File: src/hw/rtl/ip_address_text_parser_macros.svh
// Assertion helpers for the address text parser.
// Both expect clk and rst_n in scope at the point of use.
`ifndef IP_ADDRESS_TEXT_PARSER_MACROS_SVH
`define IP_ADDRESS_TEXT_PARSER_MACROS_SVH

// Same-cycle implication.
`define IPAT_ASSERT_IMP(label, ante, cons, msg) \
    label: assert property (@(posedge clk) disable iff (!rst_n) (ante) |-> (cons)) \
        else $error(msg);

// Next-cycle implication.
`define IPAT_ASSERT_NEXT(label, ante, cons, msg) \
    label: assert property (@(posedge clk) disable iff (!rst_n) (ante) |=> (cons)) \
        else $error(msg);

`endif

File: src/hw/rtl/ipat_pkg.sv
package ipat_pkg;

    localparam int NUM_GROUPS = 8;
    localparam int GROUP_W    = 16;
    localparam int NUM_OCTETS = 4;
    localparam logic [3:0] COLON_MAX = 4'd15;

    // classified character, one queue entry
    typedef struct packed {
        logic       has_char;
        logic       is_colon;
        logic       is_dot;
        logic       is_dec;
        logic       is_hex;
        logic [3:0] digit;
        logic       last;
    } ipat_item_t;

    // parse state frozen at end of text
    typedef struct packed {
        logic                                colon_seen;
        logic [31:0]                         v4_value;
        logic [NUM_GROUPS-1:0][GROUP_W-1:0]  left;
        logic [NUM_GROUPS-1:0][GROUP_W-1:0]  right;
        logic [3:0]                          left_count;
        logic [3:0]                          right_count;
        logic [3:0]                          left_sep_cnt;
        logic [3:0]                          right_sep_cnt;
        logic                                left_any;
        logic                                right_any;
        logic                                compressed;
    } ipat_snap_t;

endpackage

File: src/hw/rtl/ipat_channels.sv
interface ipat_char_if;
    logic       valid;
    logic       ready;
    logic [7:0] text_byte;
    logic       byte_valid;
    logic       end_of_text;

    modport source (output valid, output text_byte, output byte_valid,
                    output end_of_text, input ready);
    modport sink   (input valid, input text_byte, input byte_valid,
                    input end_of_text, output ready);
endinterface

interface ipat_result_if;
    logic        valid;
    logic        ready;
    logic        is_ipv6;
    logic [31:0] ipv4_value;
    logic [63:0] ipv6_upper;
    logic [63:0] ipv6_lower;

    modport source (output valid, output is_ipv6, output ipv4_value,
                    output ipv6_upper, output ipv6_lower, input ready);
    modport sink   (input valid, input is_ipv6, input ipv4_value,
                    input ipv6_upper, input ipv6_lower, output ready);
endinterface

File: src/hw/rtl/ipat_front.sv
module ipat_front
    import ipat_pkg::*;
(
    input  logic         clk,
    input  logic         rst_n,
    ipat_char_if.sink    chars,
    output logic         item_valid,
    output ipat_item_t   item,
    input  logic         item_ready
);

    localparam logic [7:0] CHAR_COLON    = 8'h3A;
    localparam logic [7:0] CHAR_DOT      = 8'h2E;
    localparam logic [7:0] CHAR_ZERO     = 8'h30;
    localparam logic [7:0] CHAR_NINE     = 8'h39;
    localparam logic [7:0] CHAR_A_LOWER  = 8'h61;
    localparam logic [7:0] CHAR_F_LOWER  = 8'h66;
    localparam logic [7:0] CHAR_CASE_BIT = 8'h20;
    localparam logic [3:0] ALPHA_OFFSET  = 4'd9;

    logic       item_valid_reg;
    logic       item_valid_next;
    ipat_item_t item_reg;
    ipat_item_t item_next;
    logic [7:0] lower;
    logic       is_dec;
    logic       is_alpha;
    logic       take;

    assign chars.ready = !item_valid_reg || item_ready;
    assign take        = chars.valid && chars.ready;

    assign lower    = chars.text_byte | CHAR_CASE_BIT;
    assign is_dec   = (chars.text_byte >= CHAR_ZERO) && (chars.text_byte <= CHAR_NINE);
    assign is_alpha = (lower >= CHAR_A_LOWER) && (lower <= CHAR_F_LOWER);

    always_comb
    begin
        item_next.has_char = chars.byte_valid;
        item_next.is_colon = chars.byte_valid && (chars.text_byte == CHAR_COLON);
        item_next.is_dot   = chars.byte_valid && (chars.text_byte == CHAR_DOT);
        item_next.is_dec   = chars.byte_valid && is_dec;
        item_next.is_hex   = chars.byte_valid && (is_dec || is_alpha);
        // 'a' and 'A' have low nibble 1
        item_next.digit    = is_dec ? chars.text_byte[3:0]
                                    : chars.text_byte[3:0] + ALPHA_OFFSET;
        item_next.last     = chars.end_of_text;
    end

    assign item_valid_next = take ? 1'b1 : (item_ready ? 1'b0 : item_valid_reg);

    always_ff @(posedge clk or negedge rst_n)
    begin
        if (!rst_n)
        begin
            item_valid_reg <= 1'b0;
        end
        else
        begin
            item_valid_reg <= item_valid_next;
        end
    end

    always_ff @(posedge clk)
    begin
        if (take)
        begin
            item_reg <= item_next;
        end
    end

    assign item_valid = item_valid_reg;
    assign item       = item_reg;

endmodule

File: src/hw/rtl/ipat_queue.sv
module ipat_queue
    import ipat_pkg::*;
#(
    parameter int DEPTH = 2
)
(
    input  logic       clk,
    input  logic       rst_n,
    input  logic       in_valid,
    input  ipat_item_t in_item,
    output logic       in_ready,
    output logic       out_valid,
    output ipat_item_t out_item,
    input  logic       out_ready
);

    localparam int PTR_W = $clog2(DEPTH);
    localparam int CNT_W = $clog2(DEPTH + 1);

    ipat_item_t             entries [DEPTH];
    logic [PTR_W-1:0]       wr_ptr_reg;
    logic [PTR_W-1:0]       wr_ptr_next;
    logic [PTR_W-1:0]       rd_ptr_reg;
    logic [PTR_W-1:0]       rd_ptr_next;
    logic [CNT_W-1:0]       count_reg;
    logic [CNT_W-1:0]       count_next;
    logic                   push;
    logic                   pop;

    assign in_ready  = (count_reg != CNT_W'(DEPTH));
    assign out_valid = (count_reg != '0);
    assign push      = in_valid && in_ready;
    assign pop       = out_valid && out_ready;
    assign out_item  = entries[rd_ptr_reg];

    always_comb
    begin
        wr_ptr_next = wr_ptr_reg;
        rd_ptr_next = rd_ptr_reg;
        count_next  = count_reg;
        if (push)
        begin
            wr_ptr_next = (wr_ptr_reg == PTR_W'(DEPTH - 1)) ? '0 : wr_ptr_reg + PTR_W'(1);
        end
        if (pop)
        begin
            rd_ptr_next = (rd_ptr_reg == PTR_W'(DEPTH - 1)) ? '0 : rd_ptr_reg + PTR_W'(1);
        end
        if (push && !pop)
        begin
            count_next = count_reg + CNT_W'(1);
        end
        else if (pop && !push)
        begin
            count_next = count_reg - CNT_W'(1);
        end
    end

    always_ff @(posedge clk or negedge rst_n)
    begin
        if (!rst_n)
        begin
            wr_ptr_reg <= '0;
            rd_ptr_reg <= '0;
            count_reg  <= '0;
        end
        else
        begin
            wr_ptr_reg <= wr_ptr_next;
            rd_ptr_reg <= rd_ptr_next;
            count_reg  <= count_next;
        end
    end

    always_ff @(posedge clk)
    begin
        if (push)
        begin
            entries[wr_ptr_reg] <= in_item;
        end
    end

endmodule

File: src/hw/rtl/ipat_back.sv
module ipat_back
    import ipat_pkg::*;
(
    input  logic       clk,
    input  logic       rst_n,
    input  logic       item_valid,
    input  ipat_item_t item,
    output logic       item_ready,
    output logic       snap_valid,
    output ipat_snap_t snap,
    input  logic       snap_ready
);

    typedef struct packed {
        logic                                colon_seen;
        logic [NUM_OCTETS-1:0][7:0]          v4_oct;
        logic [2:0]                          v4_idx;
        logic [GROUP_W-1:0]                  acc;
        logic                                open;
        logic                                prev_colon;
        logic                                compressed;
        logic                                stopped;
        logic [NUM_GROUPS-1:0][GROUP_W-1:0]  left;
        logic [3:0]                          lc;
        logic [3:0]                          lcol;
        logic [NUM_GROUPS-1:0][GROUP_W-1:0]  right;
        logic [3:0]                          rc;
        logic [3:0]                          rcol;
        logic                                left_any;
        logic                                right_any;
    } ipat_parse_t;

    // close the open group into whichever side is current
    function automatic ipat_parse_t commit(input ipat_parse_t s);
        ipat_parse_t r;
        r = s;
        if (s.open)
        begin
            if (s.compressed)
            begin
                if (!s.rc[3])
                begin
                    r.right[s.rc[2:0]] = s.acc;
                    r.rc = s.rc + 4'd1;
                end
            end
            else
            begin
                if (!s.lc[3])
                begin
                    r.left[s.lc[2:0]] = s.acc;
                    r.lc = s.lc + 4'd1;
                end
            end
            r.open = 1'b0;
            r.acc  = '0;
        end
        return r;
    endfunction

    function automatic ipat_parse_t take_hex(input ipat_parse_t s, input ipat_item_t it);
        ipat_parse_t r;
        r = s;
        if (it.is_hex)
        begin
            r.acc  = s.open ? {s.acc[GROUP_W-5:0], it.digit} : {{(GROUP_W-4){1'b0}}, it.digit};
            r.open = 1'b1;
        end
        else
        begin
            r = commit(s);
            r.stopped = 1'b1;
        end
        return r;
    endfunction

    function automatic ipat_parse_t step_char(input ipat_parse_t s, input ipat_item_t it);
        ipat_parse_t r;
        logic [7:0]  oct;
        r   = s;
        oct = s.v4_oct[s.v4_idx[1:0]];
        if (it.is_colon)
        begin
            r.colon_seen = 1'b1;
        end
        // v4: octet index of four means done
        if (!s.v4_idx[2])
        begin
            if (it.is_dot)
            begin
                r.v4_idx = s.v4_idx + 3'd1;
            end
            else if (it.is_dec)
            begin
                r.v4_oct[s.v4_idx[1:0]] = (oct << 3) + (oct << 1) + {4'd0, it.digit};
            end
        end
        // v6
        if (!s.compressed)
        begin
            if (!s.stopped)
            begin
                if (it.is_colon)
                begin
                    if (s.prev_colon)
                    begin
                        r.prev_colon = 1'b0;
                        r.compressed = 1'b1;
                    end
                    else
                    begin
                        r = commit(r);
                        r.prev_colon = 1'b1;
                    end
                end
                else
                begin
                    if (s.prev_colon)
                    begin
                        r.prev_colon = 1'b0;
                        if (s.lcol != COLON_MAX)
                        begin
                            r.lcol = s.lcol + 4'd1;
                        end
                    end
                    r.left_any = 1'b1;
                    r = take_hex(r, it);
                end
            end
        end
        else
        begin
            r.right_any = 1'b1;
            if (it.is_colon)
            begin
                if (s.rcol != COLON_MAX)
                begin
                    r.rcol = s.rcol + 4'd1;
                end
                if (!s.stopped)
                begin
                    r = commit(r);
                end
            end
            else if (!s.stopped)
            begin
                r = take_hex(r, it);
            end
        end
        return r;
    endfunction

    ipat_parse_t state_reg;
    ipat_parse_t state_next;
    ipat_parse_t after_char;
    ipat_parse_t final_st;
    logic        snap_valid_reg;
    logic        snap_valid_next;
    ipat_snap_t  snap_reg;
    ipat_snap_t  snap_next;
    logic        pop;
    logic        pop_last;

    // a last transaction needs a free snapshot slot
    assign item_ready = !item.last || !snap_valid_reg || snap_ready;
    assign pop        = item_valid && item_ready;
    assign pop_last   = pop && item.last;

    always_comb
    begin
        after_char = item.has_char ? step_char(state_reg, item) : state_reg;
        final_st   = after_char.stopped ? after_char : commit(after_char);

        if (pop)
        begin
            state_next = item.last ? '0 : after_char;
        end
        else
        begin
            state_next = state_reg;
        end

        snap_next.colon_seen    = final_st.colon_seen;
        snap_next.v4_value      = {final_st.v4_oct[0], final_st.v4_oct[1],
                                   final_st.v4_oct[2], final_st.v4_oct[3]};
        snap_next.left          = final_st.left;
        snap_next.right         = final_st.right;
        snap_next.left_count    = final_st.lc;
        snap_next.right_count   = final_st.rc;
        snap_next.left_sep_cnt  = final_st.lcol;
        snap_next.right_sep_cnt = final_st.rcol;
        snap_next.left_any      = final_st.left_any;
        snap_next.right_any     = final_st.right_any;
        snap_next.compressed    = final_st.compressed;
    end

    assign snap_valid_next = pop_last ? 1'b1 : (snap_ready ? 1'b0 : snap_valid_reg);

    always_ff @(posedge clk or negedge rst_n)
    begin
        if (!rst_n)
        begin
            state_reg      <= '0;
            snap_valid_reg <= 1'b0;
        end
        else
        begin
            state_reg      <= state_next;
            snap_valid_reg <= snap_valid_next;
        end
    end

    always_ff @(posedge clk)
    begin
        if (pop_last)
        begin
            snap_reg <= snap_next;
        end
    end

    assign snap_valid = snap_valid_reg;
    assign snap       = snap_reg;

endmodule

File: src/hw/rtl/ipat_finish.sv
module ipat_finish
    import ipat_pkg::*;
(
    input  logic          clk,
    input  logic          rst_n,
    input  logic          snap_valid,
    input  ipat_snap_t    snap,
    output logic          snap_ready,
    ipat_result_if.source result
);

    logic                               out_valid_reg;
    logic                               out_valid_next;
    logic                               is_ipv6_reg;
    logic [31:0]                        ipv4_reg;
    logic [63:0]                        upper_reg;
    logic [63:0]                        lower_reg;
    logic [5:0]                         left_part_cnt;
    logic [5:0]                         right_part_cnt;
    logic signed [6:0]                  start;
    logic                               place_ok;
    logic [NUM_GROUPS:0]                ones;
    logic [NUM_GROUPS-1:0]              present;
    logic [NUM_GROUPS-1:0]              covered;
    logic [NUM_GROUPS-1:0][GROUP_W-1:0] placed;
    logic [NUM_GROUPS-1:0][GROUP_W-1:0] seg;
    logic                               load;

    assign snap_ready = !out_valid_reg || result.ready;
    assign load       = snap_valid && snap_ready;

    always_comb
    begin
        left_part_cnt  = snap.left_any  ? {2'b00, snap.left_sep_cnt}  + 6'd1 : 6'd0;
        right_part_cnt = snap.right_any ? {2'b00, snap.right_sep_cnt} + 6'd1 : 6'd0;
        start          = signed'({3'b000, snap.left_count}) + 7'sd8
                         - signed'({1'b0, left_part_cnt}) - signed'({1'b0, right_part_cnt});
        place_ok       = snap.compressed && (start[6:3] == 4'd0);

        // right group i lands on segment start + i
        ones    = (NUM_GROUPS + 1)'(1) << snap.right_count;
        present = NUM_GROUPS'(ones - (NUM_GROUPS + 1)'(1));
        covered = present << start[2:0];
        placed  = snap.right << {start[2:0], 4'b0000};

        for (int j = 0; j < NUM_GROUPS; j++)
        begin
            seg[j] = (place_ok && covered[j]) ? placed[j] : snap.left[j];
        end
    end

    assign out_valid_next = load ? 1'b1 : (result.ready ? 1'b0 : out_valid_reg);

    always_ff @(posedge clk or negedge rst_n)
    begin
        if (!rst_n)
        begin
            out_valid_reg <= 1'b0;
        end
        else
        begin
            out_valid_reg <= out_valid_next;
        end
    end

    always_ff @(posedge clk)
    begin
        if (load)
        begin
            is_ipv6_reg <= snap.colon_seen;
            ipv4_reg    <= snap.colon_seen ? 32'd0 : snap.v4_value;
            upper_reg   <= snap.colon_seen ? {seg[0], seg[1], seg[2], seg[3]} : 64'd0;
            lower_reg   <= snap.colon_seen ? {seg[4], seg[5], seg[6], seg[7]} : 64'd0;
        end
    end

    assign result.valid      = out_valid_reg;
    assign result.is_ipv6    = is_ipv6_reg;
    assign result.ipv4_value = ipv4_reg;
    assign result.ipv6_upper = upper_reg;
    assign result.ipv6_lower = lower_reg;

endmodule

File: src/hw/rtl/ip_address_text_parser.sv
// IP address text parser, one character per transaction.
// chars:  text_byte with byte_valid; end_of_text marks the last transaction of
//         one address. byte_valid low adds no character (empty end marker).
// result: one transaction per text: is_ipv6 (a colon was seen), ipv4_value,
//         ipv6_upper / ipv6_lower (segment 0 in the top bits). Fields of the
//         kind not chosen are zero.
// Path: the last character passes the front register, the queue, the parse
//         stage + snapshot and the placement into the output register.
// Throughput: one character per cycle, sustained while no end-of-text entry
//         waits for a free snapshot slot; set by the single parse stage,
//         which retires one queue entry each cycle.
// Stall: if result is held off, the output register and the snapshot stage
//         fill; the parse stage then holds only at an end-of-text entry, and
//         the queue and front register back up until chars.ready drops.
// Reset: async, active low; all parse state is zero and no result pending.
//         Parse state also returns to zero after every end of text.
`include "ip_address_text_parser_macros.svh"

module ip_address_text_parser
    import ipat_pkg::*;
#(
    parameter int QUEUE_DEPTH = 2
)
(
    input  logic          clk,
    input  logic          rst_n,
    ipat_char_if.sink     chars,
    ipat_result_if.source result
);

    // front -> queue
    logic       front_valid;
    ipat_item_t front_item;
    logic       front_ready;

    // queue -> back
    logic       q_valid;
    ipat_item_t q_item;
    logic       q_ready;

    // back -> finish
    logic       snap_valid;
    ipat_snap_t snap;
    logic       snap_ready;

    // classify characters
    ipat_front u_front (
        .clk        (clk),
        .rst_n      (rst_n),
        .chars      (chars),
        .item_valid (front_valid),
        .item       (front_item),
        .item_ready (front_ready)
    );

    // decouples classification from parsing
    ipat_queue #(
        .DEPTH (QUEUE_DEPTH)
    ) u_queue (
        .clk       (clk),
        .rst_n     (rst_n),
        .in_valid  (front_valid),
        .in_item   (front_item),
        .in_ready  (front_ready),
        .out_valid (q_valid),
        .out_item  (q_item),
        .out_ready (q_ready)
    );

    // IPv4 and IPv6 parse state, snapshot at end of text
    ipat_back u_back (
        .clk        (clk),
        .rst_n      (rst_n),
        .item_valid (q_valid),
        .item       (q_item),
        .item_ready (q_ready),
        .snap_valid (snap_valid),
        .snap       (snap),
        .snap_ready (snap_ready)
    );

    // place groups after "::" and register the result
    ipat_finish u_finish (
        .clk        (clk),
        .rst_n      (rst_n),
        .snap_valid (snap_valid),
        .snap       (snap),
        .snap_ready (snap_ready),
        .result     (result)
    );

    // an end-of-text entry never overwrites a pending snapshot
    `IPAT_ASSERT_IMP(a_last_not_lost, q_valid && q_ready && q_item.last, !snap_valid || snap_ready, "end of text popped while snapshot blocked")

    // a draining snapshot shows up as a result next cycle
    `IPAT_ASSERT_NEXT(a_snap_drains, snap_valid && snap_ready, result.valid, "snapshot drained without result")

    // only the chosen kind carries a value
    `IPAT_ASSERT_IMP(a_v6_no_v4, result.valid && result.is_ipv6, result.ipv4_value == 32'd0, "IPv6 result with IPv4 value")

    `IPAT_ASSERT_IMP(a_v4_no_v6, result.valid && !result.is_ipv6, (result.ipv6_upper == 64'd0) && (result.ipv6_lower == 64'd0), "IPv4 result with IPv6 value")

endmodule

File: src/flat_wrapper.sv
// flat-port wrapper written by rule: the top's interface ports become plain ports
module ip_address_text_parser_flat import ipat_pkg::*;
#(
    parameter int QUEUE_DEPTH = 2
)
  (clk, rst_n, chars_valid, chars_text_byte, chars_byte_valid, chars_end_of_text, chars_ready, result_valid, result_is_ipv6, result_ipv4_value, result_ipv6_upper, result_ipv6_lower, result_ready);
  ipat_char_if chars_i ();
  ipat_result_if result_i ();
  input  logic clk;
  input  logic rst_n;
  input wire logic [$bits(chars_i.valid)-1:0] chars_valid;
  input wire logic [$bits(chars_i.text_byte)-1:0] chars_text_byte;
  input wire logic [$bits(chars_i.byte_valid)-1:0] chars_byte_valid;
  input wire logic [$bits(chars_i.end_of_text)-1:0] chars_end_of_text;
  output wire logic [$bits(chars_i.ready)-1:0] chars_ready;
  output wire logic [$bits(result_i.valid)-1:0] result_valid;
  output wire logic [$bits(result_i.is_ipv6)-1:0] result_is_ipv6;
  output wire logic [$bits(result_i.ipv4_value)-1:0] result_ipv4_value;
  output wire logic [$bits(result_i.ipv6_upper)-1:0] result_ipv6_upper;
  output wire logic [$bits(result_i.ipv6_lower)-1:0] result_ipv6_lower;
  input wire logic [$bits(result_i.ready)-1:0] result_ready;
  assign chars_i.valid = chars_valid;
  assign chars_i.text_byte = chars_text_byte;
  assign chars_i.byte_valid = chars_byte_valid;
  assign chars_i.end_of_text = chars_end_of_text;
  assign chars_ready = chars_i.ready;
  assign result_valid = result_i.valid;
  assign result_is_ipv6 = result_i.is_ipv6;
  assign result_ipv4_value = result_i.ipv4_value;
  assign result_ipv6_upper = result_i.ipv6_upper;
  assign result_ipv6_lower = result_i.ipv6_lower;
  assign result_i.ready = result_ready;
  ip_address_text_parser #(.QUEUE_DEPTH(QUEUE_DEPTH)) u_core (.clk(clk), .rst_n(rst_n), .chars(chars_i), .result(result_i));
endmodule
File: config.mk
export PLATFORM = sky130hd
export DESIGN_NAME = ip_address_text_parser_flat
export DESIGN_NICKNAME = d
export VERILOG_FILES = /design/src/hw/rtl/ipat_pkg.sv /design/src/hw/rtl/ipat_channels.sv /design/src/hw/rtl/ipat_front.sv /design/src/hw/rtl/ipat_queue.sv /design/src/hw/rtl/ipat_back.sv /design/src/hw/rtl/ipat_finish.sv /design/src/hw/rtl/ip_address_text_parser.sv /design/src/flat_wrapper.sv
export VERILOG_INCLUDE_DIRS = /design/src /design/src/hw/rtl
export SDC_FILE = /design/constraint.sdc
export NUM_CORES = 2
export LEC_CHECK = 0
export ABC_CLOCK_PERIOD_IN_PS = 18460
export CAP_MARGIN = 15
export CORE_MARGIN = 5
export CORE_UTILIZATION = 29
export DETAILED_ROUTE_END_ITERATION = 12
export DONT_BUFFER_PORTS = 1
export SYNTH_ARGS = -nofsm -noshare
export SYNTH_HDL_FRONTEND = slang
export SYNTH_HIERARCHICAL = 1
export SYNTH_SLANG_ARGS = --single-unit
File: constraint.sdc
create_clock -name clk -period 18.46 [get_ports clk]
set_input_delay 0 -clock clk [delete_from_list [all_inputs] [get_ports clk]]
set_output_delay 0 -clock clk [all_outputs]
set_load 0.01 [all_outputs]
* After elaboration in Yosys (flattened, before gate mapping) *
Memories as Yosys holds them, arrays and structs flattened.
Cells that the tools add are included.

word-level totals
  bits in registers = 816
  input bits = 14
  memories = 1
  output and inout bits = 163
  logic and storage cells = 238
  bits in writable memories = 20

cells by class
  reduce and logical (&&, ||, !) cells = 44
  multiplexer cells = 76
  shift operators = 3
  equality and inequality tests = 5
  $lt $le $gt $ge = 14
  add/subtract/negate cells = 20

memories
  memory                  depth  bits a word  rd ports  clocked after memory_dff  wr ports  RTL line          source
  u_core.u_queue.entries  2      10           1         0                         1         ipat_queue.sv:20  ipat_item_t entries [DEPTH];

operator list
  cell                                                                   number
  294-bit 2-to-1 mux                                                     6
  132-bit 2-to-1 mux                                                     10
  330-bit 2-to-1 mux                                                     2
  275-bit 2-to-1 mux                                                     2
  274-bit 2-to-1 mux                                                     2
  128-bit bitwise mux                                                    4
  16-bit 2-to-1 mux                                                      13
  16-bit demux with 3-bit select                                         4
  128-bit by 7-bit << shifter with 128-bit output                        1
  32-bit 2-to-1 mux                                                      2
  17-bit 2-to-1 mux                                                      3
  35-bit 2-to-1 mux                                                      1
  32-bit bitwise mux                                                     1
  1-bit logical AND                                                      27
  4-bit by 1-bit adder with 4-bit output, second input constant          6
  8-bit binary-select mux with 2-bit select                              1
  8-bit demux with 2-bit select                                          1
  8-bit by 6-bit equality test with 1-bit output, second input constant  2
  3-bit by 4-bit < comparator with 1-bit output, second input constant   4
  4-bit 2-to-1 mux                                                       4
  3-bit by 1-bit >= comparator with 1-bit output, second input constant  4
  1-bit 2-to-1 mux                                                       12
  4-bit by 1-bit adder with 5-bit output, second input constant          2
  5-bit 2-to-1 mux                                                       2
  other kinds (29)                                                       46

* Logic depth before layout (Yosys ltp) *
  word-level depth = 21
  mapped depth = 17
  depth with buffers taken out = 15

* Hierarchy *
Netlist, hierarchy kept.

modules (own cells, without submodules)
  module       cells an instance  seq. area each (µm²)  times used  area an instance (µm²)
  ipat_back    2,677              17,531.8              1           31,022.3
  ipat_finish  1,176              4,859.7               1           11,340.9
  ipat_queue   49                 700.7                 1           932.1
  ipat_front   42                 325.3                 1           609.3

* Worst setup path after synthesis *
No wires, ideal clock.

  path type = reg-to-reg
  from = register u_core.u_queue.rd_ptr_reg
  to = register u_core.u_back.snap_reg (netlist bit u_core/u_back/snap[0]), enable pin
  path buffers = 4
  period minus slack after synthesis = 15.704 ns
  setup slack = 2.756 ns
  cell stages (with the launch flop) = 10
  library setup time = 0.993 ns
  required time = 17.467 ns
  arrival time = 14.711 ns
  path through = dfrtp_1 -> buf_4 -> mux2_2 -> clkbuf_1 -> inv_1 -> or3_1 -> nand2_1 -> clkbuf_1 -> clkbuf_1 -> nor2_1

RTL lines
  element                   RTL line          source
  start: declaration        ipat_queue.sv:23  logic [PTR_W-1:0] rd_ptr_reg;
  start signal: assignment  ipat_queue.sv:70  rd_ptr_reg <= rd_ptr_next;
  end signal: assignment    ipat_back.sv:217  snap_reg <= snap_next;
  end: declaration          ipat_back.sv:159  ipat_snap_t snap_reg;

==> flow_summary.toml <==
[critical_path]
crit_arrival_ns = 6.60
crit_path_start_kind = "register"
r2r_slack_ns = 12.18
critPathKind = "reg2reg"
critPathCaptureType = "register"
critPathMaxFanout = 90
required_ns = 18.78

[global_route]
grt_max_degree = 338
overflow = 0
grt_pass1_wl_mm = 224
grt_usage = 0.190
antenna_found_initial = 4
grt_pass1_vias = 30900

[outcome]
outcome = "complete, no violations"

[yosys]
synthArstFlopShare = 0.403
ys_types = 93
syn_avg_cell_area_um2 = 11.1
ys_seq_area_frac = 0.533
ys.flop_type = "edfxtp_1"
yosysWarnings = 6
synth_seq_cells = 836
synth_edf_count = 499
syn-num-nets = 4004
netlist_area_um2 = 43900
netlist_instances = 3944

[job]
maxCapViolCount = 0

[final_layout]
stdcell_count = 5858
final_nets = 3818
largest_reg_flops = 330
area_growth_pct = 11.8
layout-drive-gt1-share = 0.101

[detailed_routing]
vias = 33200
post_drt_wl_per_cell_um = 26.9
drc_errors = 0
vias_per_cell = 5.66
totalWireLength_mm = 158
drtPass1Iterations = 9
ant_nets = 0
dr.first_iter.drc_count = 4716

[placement]
pre_cts_ws_ns = 12.05
port-buffer-count = 0
gp_congestion = 0.969
place_inst = 5650
hpwl_mm = 104

[timing]
slew_violations = 0
whs_ns = 0.0917
max_clock_freq_ghz = 0.159
skew_ns = 0.0536
worst_pin_slew_ns = 1.36
fin_crit_ns = 6.28
finalCritPeriodShare = 0.340
finalSetupViolations = 0
setup_ws_ns = 12.18
max_slew_margin = 0.0942
final.setup.tns_ns = 0
hold_viol_final = 0
rsz0062_at_grt = "false"

[cts]
cts_htree_levels = 3
cts-root-buf = "clkbuf_16"
clkLatencyLatePin_ns = 0.71
cts.reportedPaths.clkPinSlew_ns = 0.06
cts_tree = "built"
cts_buffers = 93
cts_max_path_buffers = 3
cts_resized = 0
cts_setup_buffers = 0
cts_num_sinks = 836

[floorplanning]
core_area_um2 = 150000
die_x_um = 399
io_pins = 177
num_rows = 142
dieArea_um2 = 159000
die_height_um = 399
start_util = 0.292

[min_path]
worstHoldPathType = "in2reg"
## Yosys cell counts (all sizes together), types with 18 or more instances
cell / count / share of area
a22o: 39 / 0.0078
dfrtp: 337 / 0.19
and2: 29 / 0.0041
o211ai: 52 / 0.0089
buf: 87 / 0.011
o21ai: 369 / 0.042
clkbuf: 311 / 0.027
o311ai: 32 / 0.0064
mux2i: 549 / 0.13
nor2: 89 / 0.0081
nand2: 584 / 0.050
nand3b: 19 / 0.0032
and3: 22 / 0.0031
a211oi: 18 / 0.0031
ha: 42 / 0.012
mux2: 76 / 0.020
a22oi: 380 / 0.065
nor3: 19 / 0.0027
edfxtp: 499 / 0.34
a21oi: 29 / 0.0036
o31ai: 22 / 0.0038
a31oi: 20 / 0.0028
xnor2: 21 / 0.0044
nor2b: 57 / 0.0081
nand3: 29 / 0.0033
inv: 35 / 0.0030
## cell usage in the layout (no fill, tap or decap), types with 18 or more instances in the layout
| cell type | n |
|---|---|
| a211oi_1 | 18 |
| a21oi_1 | 27 |
| a22o_1 | 39 |
| a22oi_1 | 369 |
| a31oi_1 | 20 |
| and2_1 | 26 |
| and3_1 | 22 |
| buf_4 | 87 |
| clkbuf_1 | 29 |
| clkbuf_16 | 94 |
| dfrtp_1 | 336 |
| dlygate4sd3_1 | 23 |
| edfxtp_1 | 499 |
| ha_1 | 41 |
| inv_1 | 33 |
| mux2_2 | 74 |
| mux2i_1 | 549 |
| nand2_1 | 578 |
| nand3_1 | 28 |
| nand3b_1 | 19 |
| nor2_1 | 80 |
| nor2b_1 | 56 |
| o211ai_1 | 52 |
| o21ai_0 | 355 |
| o311ai_0 | 30 |
| o31ai_1 | 22 |
| xnor2_1 | 19 |
## metrics by stage
step | area, um^2 | util
after floorplan | 43900 | -
after global placement | 45700 | 0.304
after detailed placement | 45700 | 0.304
after CTS | 49000 | 0.326
after global routing | 49100 | 0.327
final | 49100 | 0.327
## cell families (layout without fill, tap and decap cells)
kind of cell,after synthesis,in the layout,synth area share
mux,632,632,0.148
xor+xnor,29,29,0.00596
other cells,0,5,0
compound gates,1038,1038,0.159
flops,836,836,0.533
fa+ha+maj,46,46,0.0138
simple gates,929,929,0.0986
buf+inv,434,327,0.0409
## worst paths after layout
kind | from | to | cells after the start
setup / recovery | u_core/u_queue/rd_ptr_reg | u_core/u_back/snap[261] | 8
hold / removal | chars_byte_valid | u_core/u_front/item[9] | 1
setup reg to reg | u_core/u_queue/rd_ptr_reg | u_core/u_back/snap[261] | 8
hold reg to reg | u_core/u_front/item[0] | u_core/u_queue/entries[0][0] | 0
max in group asynchronous | rst_n | u_core/u_back/state_reg[239] | 5
min in group asynchronous | rst_n | u_core/u_finish/result.valid | 3
## what timing repair did
action                                  4_1_cts  5_1_grt
endpoints found under the setup margin        0        0
endpoints found under the hold margin       360       42
hold buffers                                 23        1
## area by class of cell
cell class	instances	area, um^2
well taps	2016	2520
multi-input cells	2674	18900
diodes	5	12.5
inverters	36	135
flip-flops and latches	836	23400
repair buffers	117	1020
clock buffers	136	2640
fillers	14800	101000
clock inverters	38	410
## per-layer routing
metal,share of wire,up-vias,GRT usage,wire (um)
li1,-,14300,-,-
met1,0.41,16700,0.259,64400
met2,0.44,1832,0.288,69700
met3,0.097,344,0.0428,15200
met4,0.051,0,0.0906,8110
met5,0,-,0,0
## worst max-delay path: stages (launching register included)
cell,delay (ns)
dfrtp_1,0.63
mux2_8,0.59
inv_1,0.28
or3_1,0.27
nand2_4,0.60
nor2_4,1.05
buf_4,0.74
buf_4,0.74
buf_4,0.89
Power is left out: the tool's default activity adds up to more than one toggle a clock period on the data nets, which glitch-free logic cannot reach.
